$ cat src/rtl/fhg_pkg.sv
// Shared types, widths and constants of the IPv4 fragment header generator.
`default_nettype none

package fhg_pkg;

    localparam int LEN_W    = 16;
    localparam int MTU_W    = 11;
    localparam int OFF_W    = 13;
    localparam int CSUM_W   = 16;
    localparam int IN_W     = 120;
    localparam int OUT_W    = 72;
    localparam int APB_AW   = 3;
    localparam int APB_DW   = 32;

    localparam logic [MTU_W-1:0]  MTU_MIN   = 11'd1044;
    localparam logic [MTU_W-1:0]  MTU_MAX   = 11'd1500;
    localparam logic [MTU_W-1:0]  MTU_RST   = 11'd1500;
    localparam logic [MTU_W-1:0]  HDR_BYTES = 11'd20;
    localparam logic [CSUM_W-1:0] VER_IHL   = 16'h4500;

    localparam logic REG_MTU = 1'b0;

    typedef struct packed {
        logic load;
        logic sum;
        logic emit;
        logic err;
    } t_cmd;

    typedef struct packed {
        logic zero_len;
        logic too_long;
        logic last_frag;
        logic out_free;
    } t_stat;

endpackage

`default_nettype wire

$ cat src/rtl/ipv4_fragment_header_generator_unit.sv
// Top level of the IPv4 fragment header generator: MTU register, controller, datapath.
//
// Usage:
//   A send request enters on the s_ stream channel; one header result per
//   fragment leaves on the m_ stream channel, m_tlast marking the final
//   result of the request. A request with DF set and a payload longer than
//   MTU-20 gives one result with m_tuser high and all data bits zero. A
//   zero-length request gives no result.
//   The MTU register sits at byte address 0 of the APB port; values outside
//   1044..1500 are clamped. Write it only while the block is idle.
// Timing:
//   The first result is registered once the request is loaded and its header
//   sum formed; further fragments follow one per cycle while the output
//   register is free, set by the single fragment sequencer. A request of N
//   fragments (N at most 64) occupies the block to the end; s_tready is high only
//   while the controller is idle. When m_tready is low the output register
//   holds its result and the sequencer waits. Reset clears the controller and
//   output valid and sets the MTU to 1500.
`default_nettype none

module ipv4_fragment_header_generator_unit (
    input  wire                          i_clk,
    input  wire                          i_rst_n,
    // APB register port
    input  wire                          psel,
    input  wire                          penable,
    input  wire                          pwrite,
    input  wire [fhg_pkg::APB_AW-1:0]    paddr,
    input  wire [fhg_pkg::APB_DW-1:0]    pwdata,
    output logic [fhg_pkg::APB_DW-1:0]   prdata,
    output logic                         pready,
    // request channel
    input  wire                          s_tvalid,
    output logic                         s_tready,
    // payload_len[15:0], packet_id[31:16], dont_fragment[32], time_to_live[40:33],
    // protocol[48:41], src_addr[80:49], dst_addr[112:81], zero fill[119:113]
    input  wire [fhg_pkg::IN_W-1:0]      s_tdata,
    // result channel
    output logic                         m_tvalid,
    input  wire                          m_tready,
    // total_length[10:0], fragment_offset[23:11], more_fragments[24],
    // df_flag[25], header_checksum[41:26], payload_start[57:42],
    // slice_len[68:58], zero fill[71:69]
    output logic [fhg_pkg::OUT_W-1:0]    m_tdata,
    // too_long[0]
    output logic                         m_tuser,
    output logic                         m_tlast
);
    import fhg_pkg::*;

    logic [MTU_W-1:0] r_mtu;
    logic [MTU_W-1:0] mtu_clamped;
    logic [MTU_W-1:0] room;
    t_cmd             cmd;
    t_stat            stat;

    assign pready = 1'b1;

    always_ff @(posedge i_clk) begin
        if (!i_rst_n) begin
            r_mtu <= MTU_RST;
        end else if (psel && penable && pwrite && pready && (paddr[2] == REG_MTU)) begin
            r_mtu <= pwdata[MTU_W-1:0];
        end
    end

    always_comb begin
        prdata = '0;
        if (paddr[2] == REG_MTU) begin
            prdata = {{(APB_DW-MTU_W){1'b0}}, r_mtu};
        end
    end

    assign mtu_clamped = (r_mtu < MTU_MIN) ? MTU_MIN :
                         (r_mtu > MTU_MAX) ? MTU_MAX : r_mtu;
    assign room        = mtu_clamped - HDR_BYTES;

    fhg_ctrl u_ctrl (
        .i_clk       (i_clk),
        .i_rst_n     (i_rst_n),
        .i_req_valid (s_tvalid),
        .o_req_ready (s_tready),
        .i_stat      (stat),
        .o_cmd       (cmd)
    );

    fhg_dp u_dp (
        .i_clk   (i_clk),
        .i_rst_n (i_rst_n),
        .i_req   (s_tdata),
        .i_room  (room),
        .i_cmd   (cmd),
        .o_stat  (stat),
        .o_valid (m_tvalid),
        .i_ready (m_tready),
        .o_data  (m_tdata),
        .o_user  (m_tuser),
        .o_last  (m_tlast)
    );

endmodule

`default_nettype wire

$ cat src/rtl/fhg_ctrl.sv
// Controller state machine: request intake, header sum, fragment sequencing, error result.
`default_nettype none

module fhg_ctrl (
    input  wire           i_clk,
    input  wire           i_rst_n,
    input  wire           i_req_valid,
    output logic          o_req_ready,
    input  fhg_pkg::t_stat i_stat,
    output fhg_pkg::t_cmd  o_cmd
);
    import fhg_pkg::*;

    localparam logic [1:0] ST_IDLE = 2'd0;
    localparam logic [1:0] ST_SUM  = 2'd1;
    localparam logic [1:0] ST_EMIT = 2'd2;
    localparam logic [1:0] ST_ERR  = 2'd3;

    logic [1:0] r_state;
    logic [1:0] n_state;

    assign o_req_ready = (r_state == ST_IDLE);

    always_comb begin
        n_state    = r_state;
        o_cmd      = '0;
        case (r_state)
            ST_IDLE: begin
                if (i_req_valid) begin
                    o_cmd.load = 1'b1;
                    n_state    = ST_SUM;
                end
            end
            ST_SUM: begin
                o_cmd.sum = 1'b1;
                if (i_stat.zero_len) begin
                    n_state = ST_IDLE;
                end else if (i_stat.too_long) begin
                    n_state = ST_ERR;
                end else begin
                    n_state = ST_EMIT;
                end
            end
            ST_EMIT: begin
                if (i_stat.out_free) begin
                    o_cmd.emit = 1'b1;
                    if (i_stat.last_frag) begin
                        n_state = ST_IDLE;
                    end
                end
            end
            ST_ERR: begin
                if (i_stat.out_free) begin
                    o_cmd.err = 1'b1;
                    n_state   = ST_IDLE;
                end
            end
            default: begin
                n_state = ST_IDLE;
            end
        endcase
    end

    always_ff @(posedge i_clk) begin
        if (!i_rst_n) begin
            r_state <= ST_IDLE;
        end else begin
            r_state <= n_state;
        end
    end

endmodule

`default_nettype wire

$ cat src/rtl/fhg_dp.sv
// Datapath: request registers, fragment counters, checksum and output register.
`default_nettype none

module fhg_dp (
    input  wire                        i_clk,
    input  wire                        i_rst_n,
    input  wire [fhg_pkg::IN_W-1:0]    i_req,
    input  wire [fhg_pkg::MTU_W-1:0]   i_room,
    input  fhg_pkg::t_cmd              i_cmd,
    output fhg_pkg::t_stat             o_stat,
    output logic                       o_valid,
    input  wire                        i_ready,
    output logic [fhg_pkg::OUT_W-1:0]  o_data,
    output logic                       o_user,
    output logic                       o_last
);
    import fhg_pkg::*;

    logic [LEN_W-1:0]  r_rest;
    logic [LEN_W-1:0]  r_start;
    logic [15:0]       r_id;
    logic              r_df;
    logic [7:0]        r_ttl;
    logic [7:0]        r_proto;
    logic [31:0]       r_src;
    logic [31:0]       r_dst;
    logic [MTU_W-1:0]  r_room;
    logic [MTU_W-1:0]  r_chunk;
    logic [CSUM_W-1:0] r_base;

    logic              r_ovalid;
    logic [OUT_W-1:0]  r_odata;
    logic              r_ouser;
    logic              r_olast;

    logic              last_frag;
    logic [MTU_W-1:0]  slice;
    logic              mf;
    logic [OFF_W-1:0]  off;
    logic [MTU_W-1:0]  total;
    logic [15:0]       flags_off;
    logic [17:0]       frag_sum;
    logic [16:0]       frag_f1;
    logic [15:0]       frag_f2;
    logic [18:0]       base_sum;
    logic [16:0]       base_f1;
    logic [15:0]       base_f2;

    // fixed header words, folded once per request
    assign base_sum = {3'b0, VER_IHL} + {3'b0, r_id} + {3'b0, r_ttl, r_proto}
                    + {3'b0, r_src[31:16]} + {3'b0, r_src[15:0]}
                    + {3'b0, r_dst[31:16]} + {3'b0, r_dst[15:0]};
    assign base_f1  = {1'b0, base_sum[15:0]} + {14'b0, base_sum[18:16]};
    assign base_f2  = base_f1[15:0] + {15'b0, base_f1[16]};

    assign last_frag = (r_rest <= {{(LEN_W-MTU_W){1'b0}}, r_room});
    assign slice     = last_frag ? r_rest[MTU_W-1:0] : r_chunk;
    assign mf        = !last_frag && !r_df;
    assign off       = r_df ? '0 : r_start[LEN_W-1:3];
    assign total     = HDR_BYTES + slice;
    assign flags_off = {1'b0, r_df, mf, off};

    assign frag_sum = {2'b0, r_base} + {7'b0, total} + {2'b0, flags_off};
    assign frag_f1  = {1'b0, frag_sum[15:0]} + {15'b0, frag_sum[17:16]};
    assign frag_f2  = frag_f1[15:0] + {15'b0, frag_f1[16]};

    assign o_stat.zero_len  = (r_rest == '0);
    assign o_stat.too_long  = r_df && (r_rest > {{(LEN_W-MTU_W){1'b0}}, r_room});
    assign o_stat.last_frag = last_frag;
    assign o_stat.out_free  = !r_ovalid || i_ready;

    always_ff @(posedge i_clk) begin
        if (i_cmd.load) begin
            r_rest  <= i_req[15:0];
            r_id    <= i_req[31:16];
            r_df    <= i_req[32];
            r_ttl   <= i_req[40:33];
            r_proto <= i_req[48:41];
            r_src   <= i_req[80:49];
            r_dst   <= i_req[112:81];
            r_start <= '0;
            r_room  <= i_room;
            r_chunk <= {i_room[MTU_W-1:3], 3'b000};
        end
        if (i_cmd.sum) begin
            r_base <= base_f2;
        end
        if (i_cmd.emit) begin
            // advance to the next slice
            r_rest  <= r_rest - {{(LEN_W-MTU_W){1'b0}}, slice};
            r_start <= r_start + {{(LEN_W-MTU_W){1'b0}}, slice};
            r_odata <= {3'b0, slice, r_start, ~frag_f2, r_df, mf, off, total};
            r_ouser <= 1'b0;
            r_olast <= last_frag;
        end else if (i_cmd.err) begin
            r_odata <= '0;
            r_ouser <= 1'b1;
            r_olast <= 1'b1;
        end
    end

    always_ff @(posedge i_clk) begin
        if (!i_rst_n) begin
            r_ovalid <= 1'b0;
        end else if (i_cmd.emit || i_cmd.err) begin
            r_ovalid <= 1'b1;
        end else if (i_ready) begin
            r_ovalid <= 1'b0;
        end
    end

    assign o_valid = r_ovalid;
    assign o_data  = r_odata;
    assign o_user  = r_ouser;
    assign o_last  = r_olast;

endmodule

`default_nettype wire

$ cat config.mk
export PLATFORM = sky130hd
export DESIGN_NAME = ipv4_fragment_header_generator_unit
export DESIGN_NICKNAME = d
export VERILOG_FILES = /design/src/rtl/fhg_pkg.sv /design/src/rtl/ipv4_fragment_header_generator_unit.sv /design/src/rtl/fhg_ctrl.sv /design/src/rtl/fhg_dp.sv
export SDC_FILE = /design/constraint.sdc
export NUM_CORES = 1
export LEC_CHECK = 0
export BUFFER_PORTS_ARGS = -buffer_cell sky130_fd_sc_hd__buf_2
export CAP_MARGIN = 20
export CELL_PAD_IN_SITES_DETAIL_PLACEMENT = 1
export CELL_PAD_IN_SITES_GLOBAL_PLACEMENT = 2
export CORE_AREA = 2 2 216 218
export CTS_CLUSTER_SIZE = 28
export DETAILED_ROUTE_END_ITERATION = 16
export DIE_AREA = 0 0 218 220
export HOLD_SLACK_MARGIN = 0.1
export PLACE_DENSITY = 0.86
export SLEW_MARGIN = 10
export SYNTH_ARGS = -nofsm -noshare
export SYNTH_HDL_FRONTEND = slang
export SYNTH_SLANG_ARGS = --single-unit
$ cat constraint.sdc
create_clock -name i_clk -period 9.35 [get_ports i_clk]
set_input_delay 0 -clock i_clk [delete_from_list [all_inputs] [get_ports i_clk]]
set_output_delay 0 -clock i_clk [all_outputs]
set_load 0.05 [all_outputs]
### After elaboration in Yosys (flattened, before gate mapping)

Index checks and enable logic that the tools add are counted.

* multipliers: 0
* shift operators: 0
* reductions and logical operators: 16
* order comparisons: 4
* divide/modulo/power cells: 0
* bitwise logic cells: 2
* add/subtract/negate cells: 16
* mux-type cells: 28
* equal/unequal tests: 7

Operators with widths (count)
* 2-to-1 mux 69 bit: 2
* adder 19 x 16 -> 19 bit: 5
* 2-to-1 mux 16 bit: 4
* 2-to-1 mux 11 bit: 4
* adder 16 x 1 -> 16 bit: 2
* adder 18 x 15 -> 18 bit: 1
* adder 15 x 16 -> 17 bit (first input constant): 1
* adder 16 x 11 -> 17 bit: 1
* adder 16 x 2 -> 17 bit: 1
* adder 16 x 3 -> 17 bit: 1
* adder 16 x 11 -> 16 bit: 1
* > comparator 16 x 11 -> 1 bit: 1
* <= comparator 16 x 11 -> 1 bit: 1
* logical NOT 16 bit: 1
* NOT 16 bit: 1
* subtractor 16 x 11 -> 16 bit: 1
* 2-to-1 mux 13 bit: 1
* adder 5 x 11 -> 11 bit (first input constant): 1
* > comparator 11 bit (second input constant): 1
* less-than comparator 11 bit (second input constant): 1
* 2-to-1 mux 1 bit: 11
* subtractor 11 x 5 -> 11 bit (second input constant): 1
* 2-to-1 mux 2 bit: 5
* one-hot mux 2 bit (4 select lines): 1
* 11 further kinds: 23

* bits in read-only memories: 0
* register bits: 249
* memory bits (writable): 0
* output and inout bits: 109
* bits of input ports: 162
* bits in latches: 0
* logic and storage cells: 90
* memories kept: 0

### Logic depth before layout (Yosys ltp)

Gate-level depths: netlist (run 1).

* depth after elaboration: 9
* mapped depth: 51
* mapped depth without buffers: 49

### Cells and area by module

From an unflattened synthesis (run 1), not the netlist that was laid out.

* cell total of the unflattened synthesis: 1407
* area total of the unflattened synthesis: 15652.5 µm²

By module, submodules not included
* fhg_dp: area an instance 14495.2 µm², times used 1, cells an instance 1246, sequential area each 6766.5 µm²
* ipv4_fragment_header_generator_unit: area an instance 1022.2 µm², times used 1, cells an instance 143, sequential area each 220.2 µm²
* fhg_ctrl: area an instance 135.1 µm², times used 1, cells an instance 18, sequential area each 40.0 µm²

### Least setup slack after synthesis (run 1)

Ideal clock, no wire load.

* kind: register to register
* from: register u_dp.r_rest[1]
* to: register u_dp.r_odata[41] (netlist: u_dp.o_data[41]), data pin
* data arrival time: 9.421 ns
* stages on the path, launching flop included: 46
* slack: -0.204 ns
* data required time: 9.217 ns
* library setup time: 0.133 ns
* path buffers: 2
* clock period less this slack: 9.554 ns
* cells stage by stage: edfxtp_1 -> ha_1 -> nor2b_1 -> o21a_1 -> o21ai_0 -> a21oi_1 -> a2111oi_0 -> o31a_1 -> clkbuf_1 -> clkbuf_1 -> nor2_1 -> a21oi_1 -> inv_1 -> ha_1 -> o21ai_0 -> xor2_1 -> mux2i_1 -> ha_1 -> [... 10 more ...] -> a21oi_1 -> nand2b_1 -> o2bb2ai_1 -> a22o_1 -> ha_1 -> fa_1 -> nand4_1 -> nor4_1 -> and3_1 -> nand2_1 -> nor2_1 -> ha_1 -> and3_1 -> nand3_1 -> or4b_4 -> or3_1 -> a211oi_1 -> nand2b_1

* longest elaborated chain between the ends: 9
* elaborated cells on any way between the ends: 11
* classes of those cells: add/sub: 5; order compare: 1; mux: 2; bitwise: 1; reduce/logical: 2

RTL lines
* from (decl): line fhg_dp.sv:19 `logic [LEN_W-1:0] r_rest;`
* from (signal assigned): line fhg_dp.sv:74 `r_rest <= i_req[15:0];`
* from (signal assigned): line fhg_dp.sv:90 `r_rest <= r_rest - {{(LEN_W-MTU_W){1'b0}}, slice};`
* <= comparator 16 x 11 -> 1 bit: line fhg_dp.sv:56 `assign last_frag = (r_rest <= {{(LEN_W-MTU_W){1'b0}}, r_room});`
* 2-to-1 mux 11 bit: line fhg_dp.sv:57 `assign slice = last_frag ? r_rest[MTU_W-1:0] : r_chunk;`
* named net u_dp.slice[3]: line fhg_dp.sv:37 `logic [MTU_W-1:0] slice;`
* adder 5 x 11 -> 11 bit: line fhg_dp.sv:60 `assign total = HDR_BYTES + slice;`
* named net u_dp.total[6]: line fhg_dp.sv:40 `logic [MTU_W-1:0] total;`
* adder 16 x 11 -> 17 bit: line fhg_dp.sv:63 `assign frag_sum = {2'b0, r_base} + {7'b0, total} + {2'b0, flags_off};`
* adder 18 x 15 -> 18 bit: line fhg_dp.sv:63
* adder 16 x 2 -> 17 bit: line fhg_dp.sv:64 `assign frag_f1 = {1'b0, frag_sum[15:0]} + {15'b0, frag_sum[17:16]};`
* adder 16 x 1 -> 16 bit: line fhg_dp.sv:65 `assign frag_f2 = frag_f1[15:0] + {15'b0, frag_f1[16]};`
* NOT 16 bit: line fhg_dp.sv:92 `r_odata <= {3'b0, slice, r_start, ~frag_f2, r_df, mf, off, total};`
* 2-to-1 mux 69 bit: line fhg_dp.sv:88 `if (i_cmd.emit) begin`
* to (signal assigned): line fhg_dp.sv:92
* to (decl): line fhg_dp.sv:32 `logic [OUT_W-1:0] r_odata;`

The timed path passes the listed nets, and every way through them passes these cells.
A chain may end at the register's enable or synchronous reset.

### Final worst setup path (run 1)

* from: register u_dp.r_chunk[5]
* to: register u_dp.r_odata[41] (netlist: u_dp.o_data[41]), data pin

* longest elaborated chain between the ends: 8

RTL lines
* from (decl): line fhg_dp.sv:28 `logic [MTU_W-1:0] r_chunk;`
* from (signal assigned): line fhg_dp.sv:83 `r_chunk <= {i_room[MTU_W-1:3], 3'b000};`
* 2-to-1 mux 11 bit: line fhg_dp.sv:57
* adder 5 x 11 -> 11 bit: line fhg_dp.sv:60
* named net u_dp.total[6]: line fhg_dp.sv:40
* adder 16 x 11 -> 17 bit: line fhg_dp.sv:63
* adder 18 x 15 -> 18 bit: line fhg_dp.sv:63
* adder 16 x 2 -> 17 bit: line fhg_dp.sv:64
* adder 16 x 1 -> 16 bit: line fhg_dp.sv:65
* NOT 16 bit: line fhg_dp.sv:92
* 2-to-1 mux 69 bit: line fhg_dp.sv:88

The timed path passes the listed nets, and every way through them passes these cells.

==> key figures, run 1 <==
Synth
  – Post-synthesis sequential area ratio: 47.02%
  – Yosys top cell area share: 45.01%
  – Mapped cell area: 0.01494 mm^2
  – Commonest cells post-synth: edfxtp_1, inv_1, nor2_1
  – Synth Area in Compound Gates: 10.32%
  – XOR/XNOR Fraction of Synth Area: 6.196%
  – Register bit count reported by yosys: 239
  – Synth Warn #: 0
  – Number of synthesized flops with an enable pin: 224
  – Multiplexer share of the synthesized area: 0.8624%
  – Top-count cell post-synth: edfxtp_1
  – Top_reg_cell synth: edfxtp_1
  – Async SR Flop Fraction: 0%
  – Cell taking the most area after synthesis: edfxtp_1
  – Distinct cells, synth: 76
  – Adder-Cell Fraction of Synth Area: 16.93%
  – Combinational family with the most area after synthesis: adder cells
  – Synth top area cells: edfxtp_1, fa_1, ha_1, xnor2_1, inv_1
  – Mapped Cells: 1318
  – Synth Area in Simple Gates: 13.82%
  – Average cell area after synthesis: 11.34 um^2

Floorplan
  – I/O pin count: 271
  – Core Box Area: 0.04586 mm^2
  – Die Area: 0.04796 mm^2
  – Chip Width: 218 um
  – Die Y: 220 um
  – Initial Util: 32.58%
  – FP Rows: 79

Setup path
  – CP max stage cell: or4b_4
  – Critical Path Fanout Max: 5
  – Arrival time worst endpoint: 9300 ps
  – Worst setup SP type: flop
  – Largest stage delay, worst path: 570 ps
  – CP Capture Type: flop
  – Crit path required time: 9800 ps
  – WS Path Type: flop to flop

Clocking
  – CTS tree: yes
  – Clock slew at reported path FFs: 70 ps
  – Sink Count: 239
  – Deepest clock path buffer count: 3
  – Root buf cell: clkbuf_16
  – CTS Buf Count: 28
  – Worst skew pair latency: 580 ps
  – H-tree levels: 1

Timing
  – Final setup skew: 23.64 ps
  – Fmax: 113.0 MHz
  – Final Hold Violating Endpoints: 0
  – Final slew viol count: 0
  – Worst Slack Setup Final: 498.5 ps
  – Min Tclk post-route: 8852 ps
  – Final count of negative-setup-slack endpoints: 0
  – Worst-Margin Slew: 1044 ps
  – Relative slew margins: 30.38%
  – Final period utilization: 94.67%

Placement
  – Pre-CTS setup slack: 49.59 ps
  – Final HPWL DP: 29680 um
  – Gpl congestion: 0.8678
  – Placed insts: 2157
  – Port bufs: 215

Routing
  – Post-DR wirelength/cell: 17.71 um
  – Drt initial violations: 592
  – Drt first pass iters: 4
  – Detail Route Antenna Nets: 0
  – Vias per cell: 4.779
  – DRT Wirelength: 41950 um
  – DRC viols: 0
  – Vias: 11316

Global routing
  – Initial antenna violation count: 1
  – GRT overflow: 0
  – First-pass GRT wire length: 65840 um
  – Number of global-route vias before repair: 12264
  – All-Layer GR Usage: 17.43%
  – Pin count of the biggest net entering global routing: 83

Cells and area
  – P&R area growth vs syn: 31.07%
  – Ratio of cells with drive above 1 in the final layout: 20.17%
  – Non-Filler Instances: 2368
  – Final #Nets: 2061

Power and ir drop
  – Peak supply drop: 0.1821 mV
  – LEAKAGE: 8.234 nW
  – Power Density: 313.7 mW/mm^2

Min path
  – Hold Path Class: input pin to flop

Status
  – Status: finished, final reports clean

Flow run
  – Max-cap violations: 0
state kept, by name, indices dropped and copies added (netlist names), 2 cells and up:
name,count
u_ctrl.r_state,2
u_dp.r_start,16
u_dp.r_src,32
u_dp.r_rest,16
u_dp.r_base,16
u_dp.r_ttl,8
u_dp.r_room,4
u_dp.r_id,16
u_dp.r_proto,8
r_mtu,11
u_dp.o_data,67
u_dp.r_chunk,7
u_dp.r_dst,32
final timing paths:
path | startpoint | to | slack, ps | cells after the start
setup / recovery | u_dp.r_chunk[5] | u_dp.o_data[41] | 500 | 41
hold / removal | s_tdata[30] | u_dp.r_id[14] | 130 | 2
setup reg to reg | u_dp.r_chunk[5] | u_dp.o_data[41] | 500 | 41
hold reg to reg | u_dp.o_user | u_dp.o_user | 480 | 1
layout make-up:
class	instances	area [um^2]
Fill cell	5026	26280
Multi-Input combinational cell	941	7392
Sequential cell	239	7027
Timing Repair Buffer	422	3013
Tap cell	607	759.5
Clock buffer	30	708.2
Inverter	107	401.6
Clock inverter	21	282.8
Antenna cell	1	2.502
power by group:
part	total [mW]	switching (mW)	internal, mW
clock	1.19	0.474	0.716
sequential	1.43	0.0701	1.36
combinational	3.53	2.09	1.43
total	6.14	2.64	3.51
cell families after synthesis:
group                      after synthesis
buffers and inverters                  163
adders and majority gates              161
xor gates and xnor gates               104
AOI/OAI and AO/OA                      233
DFF                                    239
other                                    2
and+or+nand+nor                        404
muxes                                   12
critical path: cells and delay by family (launching register included):
kind	cells	cell delay, ps
buffers and inverters	3	260
AND/OR/NAND/NOR	14	2960
XOR/XNOR	2	330
adder cells (fa/ha/maj)	7	1550
flip-flops	1	400
multiplexers	1	120
AO/OA/AOI/OAI	14	3100
what timing repair did:
action	CTS	global route
hold buffers	153	0
endpoints found under the hold margin	154	0
endpoints found under the setup margin	0	11
buffers inserted	0	6
resized for setup	0	21
stage by stage:
stage          power [mW]  util (%)  hold WS (ps)  TNS, ps  instance area [um^2]
2_1_floorplan       3.974         -         98.87        0                 15050
5_1_grt             6.640     42.71         113.8   -66.81                 19590
6_report            6.145     42.71         133.5        0                 19590
3_3_place_gp        4.779     36.92         177.7        0                 16930
3_5_place_dp        4.901     36.92         178.3        0                 16930
4_1_cts             6.165     42.42         101.3        0                 19450
layout by cell type (no fill, tap or decap), types with 13 or more instances in the layout:
cell,instances
buf_2,215
ha_1,89
nand3_1,25
o21ai_0,48
nor3_1,27
nand2b_1,16
edfxtp_1,224
and2_1,41
xnor2_1,60
inv_1,104
clkbuf_16,28
xor2_1,40
nor2_1,91
dlygate4sd3_1,153
nor2b_1,32
a21o_1,29
and3_1,14
fa_1,68
a21oi_1,56
buf_4,54
nand4_1,13
nand2_1,90
dfxtp_1,15
conb_1,27
routing by layer:
layer / vias up / share of wire (%) / wire length (um) / GRT usage (%)
li1: 5474 / - / - / -
met1: 5543 / 43 / 17900 / 21.45
met2: 239 / 51 / 21270 / 31.63
met3: 60 / 4.1 / 1701 / 2.664
met4: 0 / 2.6 / 1071 / 4.739
met5: - / 0 / 0 / 0
No activity file was read; power rests on OpenSTA's default activity.
==> run 2, diff against run 1 <==
--- a/config.mk
+++ b/config.mk
@@ -14,6 +14,7 @@
 export DETAILED_ROUTE_END_ITERATION = 16
 export DIE_AREA = 0 0 218 220
 export HOLD_SLACK_MARGIN = 0.1
+export MAX_ROUTING_LAYER = met4
 export PLACE_DENSITY = 0.86
 export SLEW_MARGIN = 10
 export SYNTH_ARGS = -nofsm -noshare
==> run 2 against run 1 <==
  * Clock skew is 5.2 ps lower
  * Non-clock buffer count grew 24
  * Critical endpoint unchanged
  * Cell count up 1.1%
  * Critical path depth grew 1
  * Global-route usage grew 0.91 points
==> key figures, run 2 (synthesis gave the netlist of run 1 again) <==
Global routing
  – Met1 Resource Use GR: 21.53% (+0.078 points)
  – Initial antenna violation count: 2 (+1)
  – All-Layer GR Usage: 18.34% (+0.91 points)
  – Number of global-route vias before repair: 12463 (+1.6%)
  – Most crowded layer after global routing: met2
  – Global Route met3 Usage: 2.526% (-0.14 points)
  – GRT overflow: 0 (unchanged)
  – Pin count of the biggest net entering global routing: 82 (-1.2%)
  – GRT met2 Usage: 32.80% (+1.2 points)
  – First-pass GRT wire length: 66830 um (+1.5%)

Floorplan
  – FP Rows: 79 (unchanged)
  – Die Area: 0.04796 mm^2 (unchanged)
  – Die Y: 220 um (unchanged)
  – Initial Util: 32.58% (unchanged)
  – I/O pin count: 271 (unchanged)
  – Core Box Area: 0.04586 mm^2 (unchanged)
  – Chip Width: 218 um (unchanged)

Power and ir drop
  – Peak supply drop: 0.1953 mV (+7.3%)
  – Sequential share of power: 23.5% (+0.3 points)
  – Clock Power Share: 17.9% (-1.5 points)
  – Switch share: 43.61% (+0.68 points)
  – LEAKAGE: 8.291 nW (+0.70%)
  – Comb power frac: 58.6% (+1.2 points)
  – Power Density: 307.6 mW/mm^2 (-1.9%)
  – Internal Power: 3.430 mW (-2.2%)
  – NetSw: 2.653 mW (+0.55%)
  – PnR Total Power: 6.083 mW (-1.0%)

Setup path
  – Largest stage delay, worst path: 580 ps (about the same)
  – WS Path Type: flop to flop
  – CP max stage cell: or4b_4
  – Arrival time worst endpoint: 9240 ps (-60 ps)
  – CP most frequent cell: a21o_1
  – Critical Path Fanout Max: 12 (+7)
  – R2r worst-path depth: 42 (+2.4%)
  – R2r startpoint: u_dp.r_chunk[5]
  – Reg-to-reg endpoint: u_dp.o_data[41]
  – Crit path required time: 9790 ps (about the same)
  – Worst setup SP type: flop
  – Critical Path Start: u_dp.r_chunk[5]
  – CP Capture Type: flop
  – R2R Setup Slk: 550 ps (+50 ps)

Clocking
  – CTS Buf Count: 29 (+3.6%)
  – Clock slew at reported path FFs: 70 ps (about the same)
  – Sink Count: 239 (unchanged)
  – Deepest clock path buffer count: 3 (unchanged)
  – Root buf cell: clkbuf_16
  – H-tree levels: 1 (unchanged)
  – Worst skew pair latency: 570 ps (about the same)
  – CTS tree: yes

Timing
  – Min Tclk post-route: 8797 ps (-54.66 ps)
  – Final setup skew: 18.42 ps (-5.221 ps)
  – Relative slew margins: 29.60% (-0.78 points)
  – Final period utilization: 94.08% (-0.58 points)
  – Hold_ws: 134.5 ps (+0.9310 ps)
  – Final count of negative-setup-slack endpoints: 0 (unchanged)
  – Fmax: 113.7 MHz (+0.62%)
  – Setup TNS: 0 ps (unchanged)
  – RSZ-0062 raised after global routing: false
  – Final Hold Violating Endpoints: 0 (unchanged)
  – Final slew viol count: 0 (unchanged)
  – Worst-Margin Slew: 1056 ps (+11.77 ps)

Cells and area
  – Final #Nets: 2086 (+1.2%)
  – Commonest non-fill, non-tap cell in the layout: edfxtp_1
  – Max reg flops: 67 (unchanged)
  – P&R area growth vs syn: 32.32%
  – Most frequent cells in the layout: edfxtp_1, buf_2, dlygate4sd3_1, inv_1
  – Final instance area: 0.01977 mm^2 (+0.95%)
  – Ratio of cells with drive above 1 in the final layout: 20.48% (+0.31 points)

Routing
  – Drt initial violations: 506 (-15%)
  – DRC viols: 0 (unchanged)
  – Drt first pass iters: 5 (+1)
  – Vias: 11543 (+2.0%)
  – Post-DR wirelength/cell: 18.00 um (+1.6%)
  – Detail Route Antenna Nets: 0 (unchanged)
  – DRT Wirelength: 43100 um (+2.8%)
  – Vias per cell: 4.820 (+0.86%)

Min path
  – Min-delay src: s_tdata[78]
  – Hold endpoint: u_dp.r_src[29]
  – Hold Path Class: input pin to flop
  – Hold Path Stages: 2 (unchanged)

Placement
  – Port bufs: 215 (unchanged)
  – Gpl congestion: 0.8759 (+0.93%)
  – Final HPWL DP: 29830 um (+0.50%)
  – Placed inst area: 0.01696 mm^2 (+0.13%)

Flow run
  – Max-cap violations: 0 (unchanged)

Status
  – Status: finished, final reports clean
-- run 2: area by class of cell --
type	instances	area, um^2
multi-input cells	941	7428
clock buffers	34	744.5
flip-flops and latches	239	7027
fillers	5020	26090
clock inverters	20	163.9
repair buffers	446	3246
diodes	1	2.502
inverters	107	401.6
well taps	607	759.5
-- run 2: worst max-delay path by stage --
stage	cells after the start	to	slack [ps]
after global routing	42	u_dp.o_data[41]	6
after detailed placement	42	u_dp.o_data[41]	30
final	42	u_dp.o_data[41]	550
after floorplan	43	u_dp.o_data[41]	70
after CTS	44	u_dp.o_data[41]	90
after global placement	42	u_dp.o_data[41]	480
-- run 2: what timing repair did --
| action | CTS | global route |
|---|---|---|
| endpoints found under the setup margin | 1 | 11 |
| hold buffers | 174 | 0 |
| pin swaps | 0 | 12 |
| resized for setup | 1 | 28 |
| setup buffers | 0 | 6 |
| endpoints found under the hold margin | 155 | 0 |
-- run 2: critical path: cells and delay by family, from the launching register on --
kind / cells / cell delay, ps
AOI/OAI and AO/OA: 18 / 3700
buffers and inverters: 4 / 510
DFF: 1 / 410
adders and majority gates: 6 / 1440
and+or+nand+nor: 13 / 2470
xor gates and xnor gates: 1 / 130
-- run 2: power groups by stage --
| stage | clock [mW] | combinational, mW | sequential, mW |
|---|---|---|---|
| finish | 1.09 | 3.57 | 1.43 |
| global route | 1.16 | 3.97 | 1.44 |
| CTS | 1.11 | 3.53 | 1.43 |
| detailed placement | 0 | 3.46 | 1.45 |
| global placement | 0 | 3.34 | 1.44 |
| floorplan | 0 | 2.51 | 1.46 |
-- run 2: per-layer routing --
| metal | up-vias | share of wire, % |
|---|---|---|
| li1 | 5511 | - |
| met1 | 5729 | 42 |
| met2 | 227 | 52 |
| met3 | 76 | 3.5 |
| met4 | 0 | 2.5 |
| met5 | - | 0 |
-- run 2: per-stage QoR --
step | setup WS, ps | cells | utilization [%]
2_1_floorplan | 66.41 | 1343 | -
3_3_place_gp | 484.8 | 2160 | 36.97
3_5_place_dp | 32.07 | 2160 | 36.97
4_1_cts | 93.99 | 2388 | 42.76
5_1_grt | 5.977 | 2395 | 43.11
6_report | 553.1 | 2395 | 43.11
==> run 3, diff against run 2 <==
--- a/config.mk
+++ b/config.mk
@@ -16,6 +16,7 @@
 export HOLD_SLACK_MARGIN = 0.1
 export MAX_ROUTING_LAYER = met4
 export PLACE_DENSITY = 0.86
+export RECOVER_POWER = 25
 export SLEW_MARGIN = 10
 export SYNTH_ARGS = -nofsm -noshare
 export SYNTH_HDL_FRONTEND = slang
==> run 3 against run 2 <==
  * Count of clock-buffer cells in the layout unchanged
  * Via count hardly changed
  * Combinational power barely moved
  * Cell count stayed put
  * Flip-flop and latch count unchanged
  * Core utilization is 0.18 points lower
  * Non-clock buffer count is the same
  * Worst hold slack better by 2.3 ps
  * Power about the same
  * Critical path type unchanged
  * Critical endpoint unchanged
  * Largest power group unchanged
  * Highest routed layer unchanged
==> key figures, run 3 (synthesis gave the netlist of run 1 again) <==
Status
  – Status: finished, final reports clean

Setup path
  – CP max stage cell: or4b_4
  – Largest stage delay, worst path: 580 ps (about the same)
  – Arrival time worst endpoint: 9240 ps (about the same)
  – CP most frequent cell: a21o_1
  – Critical Path Fanout Max: 12 (unchanged)
  – Worst setup SP type: flop
  – R2r worst-path depth: 42 (unchanged)
  – Reg-to-reg endpoint: u_dp.o_data[41]
  – WS Path Type: flop to flop
  – CP Capture Type: flop
  – Crit path required time: 9790 ps (about the same)
  – R2R Setup Slk: 550 ps (about the same)
  – R2r startpoint: u_dp.r_chunk[5]

Clocking
  – Worst skew pair latency: 570 ps (about the same)
  – H-tree levels: 1 (unchanged)
  – Root buf cell: clkbuf_16
  – CTS Buf Count: 29 (unchanged)
  – Deepest clock path buffer count: 3 (unchanged)
  – CTS tree: yes
  – Sink Count: 239 (unchanged)
  – Clock slew at reported path FFs: 60 ps (about the same)

Placement
  – Port bufs: 215 (unchanged)
  – Gpl congestion: 0.8759 (unchanged)
  – Placed insts: 2160 (unchanged)
  – Final HPWL DP: 29830 um (unchanged)

Cells and area
  – Fillers: 5040 (+0.40%)
  – Commonest non-fill, non-tap cell in the layout: edfxtp_1
  – Most frequent cells in the layout: edfxtp_1, dlygate4sd3_1, buf_2, inv_1
  – Max reg flops: 67 (unchanged)
  – P&R area growth vs syn: 31.77%
  – Final #Nets: 2086 (unchanged)
  – Ratio of cells with drive above 1 in the final layout: 16.79% (-3.7 points)
  – Non-Filler Instances: 2395 (unchanged)

Timing
  – Final setup skew: 19.28 ps (+0.8581 ps)
  – Final Hold Violating Endpoints: 0 (unchanged)
  – Final period utilization: 94.07% (about the same)
  – Worst-Margin Slew: 1047 ps (-9.172 ps)
  – RSZ-0062 raised after global routing: false
  – Min Tclk post-route: 8795 ps (-1.510 ps)
  – Setup TNS: 0 ps (unchanged)
  – Final slew viol count: 0 (unchanged)
  – Fmax: 113.7 MHz (about the same)
  – Final count of negative-setup-slack endpoints: 0 (unchanged)
  – Relative slew margins: 30.21% (+0.61 points)

Routing
  – Drt initial violations: 479 (-5.3%)
  – DRC viols: 0 (unchanged)
  – Vias: 11535 (-0.069%)
  – Post-DR wirelength/cell: 18.02 um (+0.16%)
  – DRT Wirelength: 43170 um (+0.16%)
  – Detail Route Antenna Nets: 0 (unchanged)
  – Drt first pass iters: 5 (unchanged)
  – Vias per cell: 4.816 (about the same)

Global routing
  – Number of global-route vias before repair: 12463 (unchanged)
  – GRT overflow: 0 (unchanged)
  – Initial antenna violation count: 2 (unchanged)
  – Pin count of the biggest net entering global routing: 82 (unchanged)
  – All-Layer GR Usage: 18.34% (unchanged)
  – First-pass GRT wire length: 66830 um (unchanged)

Min path
  – Min-delay src: s_tdata[78]
  – Hold Path Stages: 2 (unchanged)
  – Hold Path Class: input pin to flop
  – Hold endpoint: u_dp.r_src[29]

Flow run
  – Max-cap violations: 0 (unchanged)

Floorplan
  – I/O pin count: 271 (unchanged)
  – Chip Width: 218 um (unchanged)
  – Core Box Area: 0.04586 mm^2 (unchanged)
  – Die Y: 220 um (unchanged)
  – FP Rows: 79 (unchanged)
  – Initial Util: 32.58% (unchanged)
  – Die Area: 0.04796 mm^2 (unchanged)

Power and ir drop
  – Peak supply drop: 0.1950 mV (-0.19%)
  – Power Density: 308.9 mW/mm^2 (+0.40%)
  – LEAKAGE: 8.095 nW (-2.4%)
==> run 3: changes by cell type in the layout (fill, tap and decap cells not counted), sizes merged <==
cell / before / now
clkbuf: 34 / 102
buf: 272 / 204
==> run 3: layout make-up <==
class                   count  area (um^2)  share of cell area [%]
diodes                      1        2.502                 0.01271
inverters                 107        401.6                   2.040
clock buffers              34        744.5                   3.781
clock inverters            20        163.9                  0.8324
repair buffers            446         3163                   16.06
multi-input cells         941         7428                   37.73
flip-flops and latches    239         7027                   35.69
well taps                 607        759.5                   3.857
==> run 3: how the worst max path moves through the flow <==
| stage | start | endpoint | slack, ps | cells past startpoint |
|---|---|---|---|---|
| after CTS | u_dp.r_rest[1] | u_dp.o_data[41] | 90 | 44 |
| after global placement | u_dp.r_rest[1] | u_dp.o_data[41] | 480 | 42 |
| after floorplan | u_dp.r_rest[1] | u_dp.o_data[41] | 70 | 43 |
| final | u_dp.r_chunk[5] | u_dp.o_data[41] | 550 | 42 |
| after global routing | u_dp.r_chunk[5] | u_dp.o_data[41] | 6 | 42 |
| after detailed placement | u_dp.r_rest[1] | u_dp.o_data[41] | 30 | 42 |
==> run 3: critical path: cells and delay by family (launching register included) <==
| kind | cells | cell delay [ps] |
|---|---|---|
| AOI/OAI and AO/OA | 18 | 3700 |
| and+or+nand+nor | 13 | 2470 |
| adders and majority gates | 6 | 1440 |
| buffers and inverters | 4 | 520 |
| DFF | 1 | 410 |
| xor gates and xnor gates | 1 | 130 |
==> run 3: through the flow <==
step | hold WS [ps] | setup slack, ps | instance area [um^2] | total power [mW] | utilization [%]
6_report | 136.8 | 554.6 | 19690 | 6.081 | 42.93
5_1_grt | 111.6 | 5.977 | 19690 | 6.570 | 42.93
4_1_cts | 100.9 | 93.99 | 19610 | 6.072 | 42.76
3_5_place_dp | 178.3 | 32.07 | 16960 | 4.907 | 36.97
3_3_place_gp | 178.0 | 484.8 | 16960 | 4.785 | 36.97
2_1_floorplan | 98.87 | 66.41 | 15050 | 3.974 | -
==> run 3: power breakdown <==
part           leakage, nW  switching, mW  internal, mW
clock                0.432          0.484         0.606
combinational         5.40           2.10          1.47
sequential            2.27         0.0708          1.36
==> run 3: metal layers <==
layer / part of all wire [%] / global-route usage (%) / vias to the layer above
met5: 0 / - / -
met4: 2.5 / 5.147 / 0
met3: 3.8 / 2.526 / 74
met2: 52 / 32.80 / 242
met1: 42 / 21.53 / 5710
li1: - / - / 5509
==> run 3: timing repair <==
item	4_1_cts	5_1_grt
hold buffers	174	0
gates resized for setup	1	28
hold endpoints to repair	155	0
pin swaps	0	12
endpoints found under the setup margin	1	11
buffers inserted	0	6
